## config.mk

```make
export PLATFORM = sky130hd
export DESIGN_NAME = pppq_ctrl
export DESIGN_NICKNAME = d
export VERILOG_FILES = /design/src/hw/rtl/pppq_pkg.sv /design/src/hw/rtl/pppq_ctrl.sv
export SDC_FILE = /design/constraint.sdc
export NUM_CORES = 1
export LEC_CHECK = 0
export BUFFER_PORTS_ARGS = -buffer_cell sky130_fd_sc_hd__buf_2
export CAP_MARGIN = 20
export CELL_PAD_IN_SITES_DETAIL_PLACEMENT = 1
export CELL_PAD_IN_SITES_GLOBAL_PLACEMENT = 2
export CORE_MARGIN = 3
export CORE_UTILIZATION = 20
export DETAILED_ROUTE_END_ITERATION = 10
export PLACE_DENSITY = 0.68
export SLEW_MARGIN = 20
export SYNTH_ARGS = -nofsm -noshare
export SYNTH_HDL_FRONTEND = slang
export SYNTH_SLANG_ARGS = --single-unit
export TNS_END_PERCENT = 1
```

## constraint.sdc

```tcl
create_clock -name aclk -period 1.84 [get_ports aclk]
set_clock_uncertainty 0.1 [all_clocks]
set_input_delay 0 -clock aclk [delete_from_list [all_inputs] [get_ports aclk]]
set_output_delay 0 -clock aclk [all_outputs]
set_load 0.1 [all_outputs]
```

## src/hw/rtl/pppq_pkg.sv

```systemverilog
// Shared types and constants for the per-port packet queue table.
package pppq_pkg;

    // Result status codes
    localparam logic [2:0] ST_ENQUEUED  = 3'd0;
    localparam logic [2:0] ST_BAD_LEN   = 3'd1;
    localparam logic [2:0] ST_DRY_RUN   = 3'd2;
    localparam logic [2:0] ST_DELIVERED = 3'd3;
    localparam logic [2:0] ST_EMPTY     = 3'd4;

    // Operation codes
    localparam logic OP_ENQUEUE = 1'b0;
    localparam logic OP_DEQUEUE = 1'b1;

    // Configuration register indexes
    localparam logic CFG_DRY_RUN    = 1'b0;
    localparam logic CFG_PEER_ALIAS = 1'b1;

    localparam logic [15:0] MAX_LEN     = 16'd65507;
    localparam int          EVICT_W     = 7;
    localparam int          EVICT_MAX   = 127;
    localparam int          S_TDATA_W   = 144;
    localparam int          M_TDATA_W   = 88;

    // Controller to datapath
    typedef struct packed {
        logic load;
        logic pre;
        logic scan_clr;
        logic scan_issue;
        logic resolve;
        logic enq_adj;
        logic enq_wr;
        logic deq_rd;
        logic deq_wr;
        logic res_load;
    } cmd_t;

    // Datapath to controller
    typedef struct packed {
        logic op_deq;
        logic pre_reject;
        logic scan_more;
        logic scan_end;
        logic deq_empty;
        logic out_busy;
    } stat_t;

endpackage

```

## src/hw/rtl/pppq_ctrl.sv

```systemverilog
// Sequencing state machine for the packet queue table.
module pppq_ctrl
    import pppq_pkg::*;
(
    input  logic  aclk,
    input  logic  aresetn,
    input  logic  s_tvalid,
    output logic  s_tready,
    input  stat_t stat,
    output cmd_t  cmd
);
    localparam logic [3:0] S_IDLE     = 4'd0;
    localparam logic [3:0] S_PRE      = 4'd1;
    localparam logic [3:0] S_SCAN     = 4'd2;
    localparam logic [3:0] S_RESOLVE  = 4'd3;
    localparam logic [3:0] S_ENQ_ADJ  = 4'd4;
    localparam logic [3:0] S_ENQ_WR   = 4'd5;
    localparam logic [3:0] S_DEQ_RD   = 4'd6;
    localparam logic [3:0] S_DEQ_WR   = 4'd7;
    localparam logic [3:0] S_DONE     = 4'd8;

    logic [3:0] state_reg, state_next;

    assign s_tready = (state_reg == S_IDLE);

    always_comb begin
        cmd        = '0;
        state_next = state_reg;
        unique case (state_reg)
            S_IDLE: begin
                if (s_tvalid) begin
                    cmd.load   = 1'b1;
                    state_next = S_PRE;
                end
            end
            S_PRE: begin
                cmd.pre      = 1'b1;
                cmd.scan_clr = 1'b1;
                state_next   = stat.pre_reject ? S_DONE : S_SCAN;
            end
            S_SCAN: begin
                cmd.scan_issue = stat.scan_more;
                if (stat.scan_end) begin
                    state_next = S_RESOLVE;
                end
            end
            S_RESOLVE: begin
                cmd.resolve = 1'b1;
                if (!stat.op_deq) begin
                    state_next = S_ENQ_ADJ;
                end else if (stat.deq_empty) begin
                    state_next = S_DONE;
                end else begin
                    state_next = S_DEQ_RD;
                end
            end
            S_ENQ_ADJ: begin
                cmd.enq_adj = 1'b1;
                state_next  = S_ENQ_WR;
            end
            S_ENQ_WR: begin
                cmd.enq_wr = 1'b1;
                state_next = S_DONE;
            end
            S_DEQ_RD: begin
                cmd.deq_rd = 1'b1;
                state_next = S_DEQ_WR;
            end
            S_DEQ_WR: begin
                cmd.deq_wr = 1'b1;
                state_next = S_DONE;
            end
            S_DONE: begin
                if (!stat.out_busy) begin
                    cmd.res_load = 1'b1;
                    state_next   = S_IDLE;
                end
            end
            default: begin
                state_next = S_IDLE;
            end
        endcase
    end

    always_ff @(posedge aclk) begin
        if (!aresetn) begin
            state_reg <= S_IDLE;
        end else begin
            state_reg <= state_next;
        end
    end
endmodule

```

### Word-level counts from Yosys, hierarchy flattened

Index checks and enable logic that the tools add are counted.
Widths: inputs -> output; s select.

* reductions and logical operators: 3
* equality and inequality tests: 11
* mux-type cells: 18

Operators with widths (number)
* $pmux 4 s8: 1
* $mux 4: 6
* $eq 4x3->1 const B: 4
* $mux 1: 10
* $eq 4x2->1 const B: 2
* $ne 2x2->1 const B: 3
* $eq 4x1->1 const B: 1
* $eq 4x4->1 const B: 1
* $logic_not 4->1: 1
* $reduce_and 3->1: 1
* $mux 2: 1
* $reduce_or 2->1: 1

* bits of input ports: 9
* logic and storage cells: 33
* bits in registers: 4
* output and inout port bits: 11

### Depth between registers and ports, before layout

Gate-level depths: netlist of the first run.

* word-level depth: 3
* mapped depth: 4
* depth with buffers taken out: 3

### Least setup slack after synthesis of the first run

No wires, ideal clock.

* path kind: register to output
* from: reg state_reg[1]
* to: out cmd[9] in the netlist's numbering
* path buffers: 1
* slack: -2683 ps
* data required time: 1740 ps
* cell stages (with the launch flop): 4
* arrival time: 4423 ps
* path through: dfxtp_1 -> buf_6 -> nor4_1 -> and2_1

RTL lines
* from (decl): line pppq_ctrl.sv:22 `logic [3:0] state_reg, state_next;`
* from (signal assigned): line pppq_ctrl.sv:89 `state_reg <= state_next;`
* to (decl): line pppq_ctrl.sv:10 `output cmd_t cmd`

==> results of run 1 <==
final timing paths:
path                             startpoint                         to
setup / recovery  state_reg[0]$_SDFFE_PN0P_                     cmd[8]
hold / removal                      stat[4]  state_reg[1]$_SDFFE_PN0P_
setup reg to reg  state_reg[3]$_SDFFE_PN0P_  state_reg[1]$_SDFFE_PN0P_
hold reg to reg   state_reg[0]$_SDFFE_PN0P_  state_reg[0]$_SDFFE_PN0P_
cells by family after synthesis:
family	after synthesis	synth area share, %
flops	4	23.2
buf+inv	7	15.2
mux	1	2.90
compound gates	7	13.4
simple gates	24	45.3
synth_stat cells (all sizes together) (2+ instances only):
library cell and count:
a21oi 2, buf 5, dfxtp 4, inv 2, nand2 4, nand2b 2, nor2 5, nor3 3
nor4b 3
metrics by stage:
stage | setup TNS [ns] | std cells | power (mW) | cell area (um2)
after floorplan | -1.97 | 43 | 0.251 | 392
after global placement | 0 | 74 | 0.275 | 514
after detailed placement | 0 | 74 | 0.274 | 514
after CTS | 0 | 80 | 0.392 | 567
after global routing | 0 | 80 | 0.413 | 572
final | 0 | 80 | 0.388 | 572
cells in the final DEF, fill, tap and decap left out, types with 2 or more instances in the layout:
| cell type | netlist | final |
|---|---|---|
| buf_12 | 0 | 3 |
| nor3_2 | 0 | 2 |
| nor2_1 | 4 | 4 |
| dfxtp_1 | 4 | 2 |
| dfxtp_2 | 0 | 2 |
| clkbuf_4 | 0 | 4 |
| inv_1 | 2 | 2 |
| nand2_1 | 4 | 4 |
| nand2b_1 | 2 | 2 |
| dlygate4sd3_1 | 0 | 3 |
| a21oi_1 | 2 | 2 |
| buf_2 | 0 | 15 |
per-layer routing:
layer	global-route usage (%)	vias up	wire length, um
met5	0	-	0
li1	-	196	-
met1	13.6	189	418
met2	19.5	12	573
met4	8.06	0	20
met3	2.63	2	54
critical path, delay by kind of cell (launching register included):
kind,cells,cell delay (ns)
buffers and inverters,1,0.47
DFF,1,0.60
and+or+nand+nor,1,0.31
what timing repair did:
item,CTS,global route
gates resized for setup,0,3
endpoints found under the setup margin,0,3
hold endpoints to repair,2,0
hold buffers,3,0
area by class of cell:
cell class | instances | share of cell area, %
Tap cell | 16 | 3.50
Timing Repair Buffer | 23 | 31.5
Sequential cell | 4 | 14.4
Clock buffer | 3 | 3.94
Multi-Input combinational cell | 32 | 45.3
Inverter | 2 | 1.31
report_power, final:
| group | total (mW) | internal, mW | leakage, nW | switching [mW] |
|---|---|---|---|---|
| clock network | 0.111 | 0.0731 | 0.0138 | 0.0376 |
| registers | 0.110 | 0.0921 | 0.0336 | 0.0180 |
| logic | 0.167 | 0.0456 | 0.199 | 0.122 |
| total | 0.388 | 0.211 | 0.247 | 0.177 |
==> results.cfg, run 1 <==
[finish]
nFillCells = 193
nets = 75
regArea_um2 = 82.6
largest_reg_flops = 4
diodes = 0
multi_input_area_um2 = 259
final_core_util_pct = 36.7
drive_gt1_share_pct = 53.1
syn2layout_area_growth_pct = 65.6

[die]
start_util_pct = 22.2
die_area_um2 = 2260
core_region_area_um2 = 1560
num_rows = 14
die_x_um = 47.6
io_pins = 20
fp.dieH_um = 47.6

[synth]
seq_area_frac_synth_pct = 23.2
synth_top_area_share_pct = 23.2
ys_types = 24
synth_edf_count = 0
syn_nets = 52
yosysWarnings = 0
synth_top_cell_by_area = dfxtp_1
synth_area_leaders = dfxtp_1 (23%), nor4b_1 (7.6%), buf_4 (6.5%)
synth_cells = 43
yosys_register_bits = 4
syn_area_um2 = 345
synth.avg_cell_area_um2 = 8.03
synthFlopType = dfxtp_1
synthArstFlopShare_pct = 0

[min_path]
hold_path_depth = 3
hold_class = in2reg

[routing]
viasPerCell = 4.99
wl_um = 1070
drtIter0Drc = 1
vias = 399
drc = 0
antenna_left = 0
first_pass_iters = 2
post_drt_wl_per_cell_um = 13.3

[global_routing]
gr-total-overflow = 0
grt_pass1_vias = 413
grt_pass1_wl_um = 1830
grtUsageTotal_pct = 11.9
antenna_found_initial = 0
grt_max_degree = 13

[sta]
rsz0062_at_grt = false
setup_viol = 0
setup_ws_ns = 0.114
final-max-slew-violation-count = 0
hold_viol_final = 1
timing.fmax_mhz = 580
period_share_pct = 93.8
whs_ns = -0.0134
slew_headroom_pct = 64.8
worst_slew_pin_slew_ns = 0.527
fin_crit_ns = 1.73

[power_and_ir_drop]
ir_drop_uv = 373
powerDensity_nw_per_um2 = 679
leakage_nw = 0.247

[run_status]
status = complete, but fails checks
violations = hold timing

[clock_network]
cts_tree = done
numCtsBuffers = 3
clk_latency_ns = 0.24
path_clk_slew_ns = 0.04
clock_path_buffers = 2
clock-sinks = 4
post-cts-setup-buffers = 0
root_buffer = clkbuf_4
ctsHtreeMaxLevel = 1

[place]
io_buffer_count = 19
dp_hpwl_um = 793
post-place-ws_ns = 0.218
gp_congestion = 0.672

[worst_setup_path]
cp.arrival_ns = 1.63
end_kind = output pin
crit_required_ns = 1.74
slowest_stage = dfxtp_1
reg2reg_depth = 3
crit_type = reg2out
path_max_fanout = 10
start_kind = register
slowest_delay_ns = 0.60
regToRegSetupSlack_ns = 0.17
cp_cell_sequence = nor4b_4 > buf_2

[job]
maxCapViolCount = 0
No activity file was read; power rests on OpenSTA's default activity.
==> run 2, diff against run 1 <==
Settings changed: BUFFER_PORTS_ARGS -buffer_cell sky130_fd_sc_hd__buf_2 to not set, CORE_AREA set to 3 3 40 42, CORE_MARGIN 3 to not set, CORE_UTILIZATION 20 to not set, DIE_AREA set to 0 0 43 45, DONT_BUFFER_PORTS set to 1, PLACE_DENSITY 0.68 to 0.62.
==> results.cfg, run 2 (synthesized netlist as in run 1, its figures left out) <==
[clock_network]
ctsHtreeMaxLevel = 1
clock-sinks = 4
cts_tree = done
root_buffer = clkbuf_4
cts_resized = 0
numCtsBuffers = 3
path_clk_slew_ns = 0.04
clk_latency_ns = 0.24
clock_path_buffers = 2

[finish]
nFillCells = 149
layout_commonest_cell = buf_4
nets = 70
largest_reg_flops = 4
final_core_util_pct = 50.1
drive_gt1_share_pct = 45.8
layout_common_cells = buf_4 (7), dlygate4sd3_1 (5), buf_12 (5)
fin_area_um2 = 644
diodes = 0
syn2layout_area_growth_pct = 86.6

[die]
start_util_pct = 26.9
io_pins = 20
die_x_um = 43
num_rows = 13
core_region_area_um2 = 1280
fp.dieH_um = 45
die_area_um2 = 1940

[routing]
antenna_left = 0
post_drt_wl_per_cell_um = 14.9
vias = 392
wl_um = 1100
first_pass_iters = 4
drc = 0
drtIter0Drc = 3
viasPerCell = 5.30

[worst_setup_path]
end_kind = output pin
cp_num_buf_inv = 2
crit_required_ns = 1.74
crit_type = reg2out
slowest_stage = dfxtp_1
start_kind = register
critPathTopFamily = flip-flops
slowest_delay_ns = 0.60
path_max_fanout = 10
regToRegSetupSlack_ns = 0.38
cp_cell_sequence = nor4b_4 > buf_12 > buf_16
cp.arrival_ns = 1.63

[sta]
tns_ns = 0
hold_viol_final = 0
worst_slew_pin_slew_ns = 0.541
fin_crit_ns = 1.73
rsz0062_at_grt = false
whs_ns = 0.0177
final-max-slew-violation-count = 0
timing.fmax_mhz = 577
setup_viol = 0
slew_headroom_pct = 63.9
period_share_pct = 94.1

[power_and_ir_drop]
powerDensity_nw_per_um2 = 659
ir_drop_uv = 349
total_power_mw = 0.425
leakage_nw = 0.237

[global_routing]
antenna_found_initial = 0
grt_max_degree = 11
grtUsageTotal_pct = 11.7
grt_pass1_wl_um = 1640
gr-total-overflow = 0
grt_pass1_vias = 405

[place]
gp_congestion = 0.797
io_buffer_count = 0
placed_area_um2 = 572

[min_path]
hold_class = in2reg

[run_status]
status = finished clean

[job]
maxCapViolCount = 0
-- run 2: cell types whose count changed in the layout (fill, tap and decap cells not counted), moves of 2 or more --
cell           change
nor2_1             -2
buf_12             +2
buf_4              +6
dfxtp_2            -2
nor3_2             -2
buf_2             -15
dfxtp_1            +2
dlygate4sd3_1      +2
nor2_2             +2
nor3_4             +2
-- run 2: per-layer routing --
layer	global-route usage [%]	vias up	wire length [um]
met5	0	-	0
met4	7.23	0	8
met3	4.38	2	85
met2	24.0	19	636
met1	9.13	184	370
li1	-	187	-
-- run 2: report_power, final --
part | switching, mW | total, mW | leakage [nW] | internal (mW)
Clock | 0.0389 | 0.112 | 0.0138 | 0.0732
Sequential | 0.0143 | 0.106 | 0.0326 | 0.0919
Combinational | 0.131 | 0.207 | 0.190 | 0.0755
-- run 2: area by class of cell --
type / instances / area, um2 / share of cell area (%)
clock buffer: 3 / 22.5 / 3.50
inverter: 2 / 7.51 / 1.17
timing repair buffer: 18 / 230 / 35.7
sequential: 4 / 80.1 / 12.4
tap: 15 / 18.8 / 2.91
multi-input combinational: 32 / 285 / 44.3
-- run 2: repair_timing --
item                      4_1_cts  5_1_grt
hold endpoints to repair        4        0
hold buffers                    5        0
buffers inserted                0        0
-- run 2: stage by stage --
step / setup slack (ns) / cells
global route: 0.0184 / 74
global placement: 0.372 / 66
finish: 0.108 / 74
CTS: 0.103 / 74
floorplan: -0.721 / 43
detailed placement: 0.359 / 66
-- run 2: worst register-to-register path: stages (launching register included) --
cell and delay (ns):
dfxtp_1 0.46, nor2_4 0.19, or4b_1 0.44, a22oi_1 0.19
-- run 2: final timing paths --
path         depth (start not counted)                      start                   endpoint
max                                  3  state_reg[0]$_SDFFE_PN0P_                     cmd[8]
max reg2reg                          3  state_reg[2]$_SDFFE_PN0P_  state_reg[1]$_SDFFE_PN0P_
min                                  3                   s_tvalid  state_reg[0]$_SDFFE_PN0P_
min reg2reg                          1  state_reg[0]$_SDFFE_PN0P_  state_reg[0]$_SDFFE_PN0P_
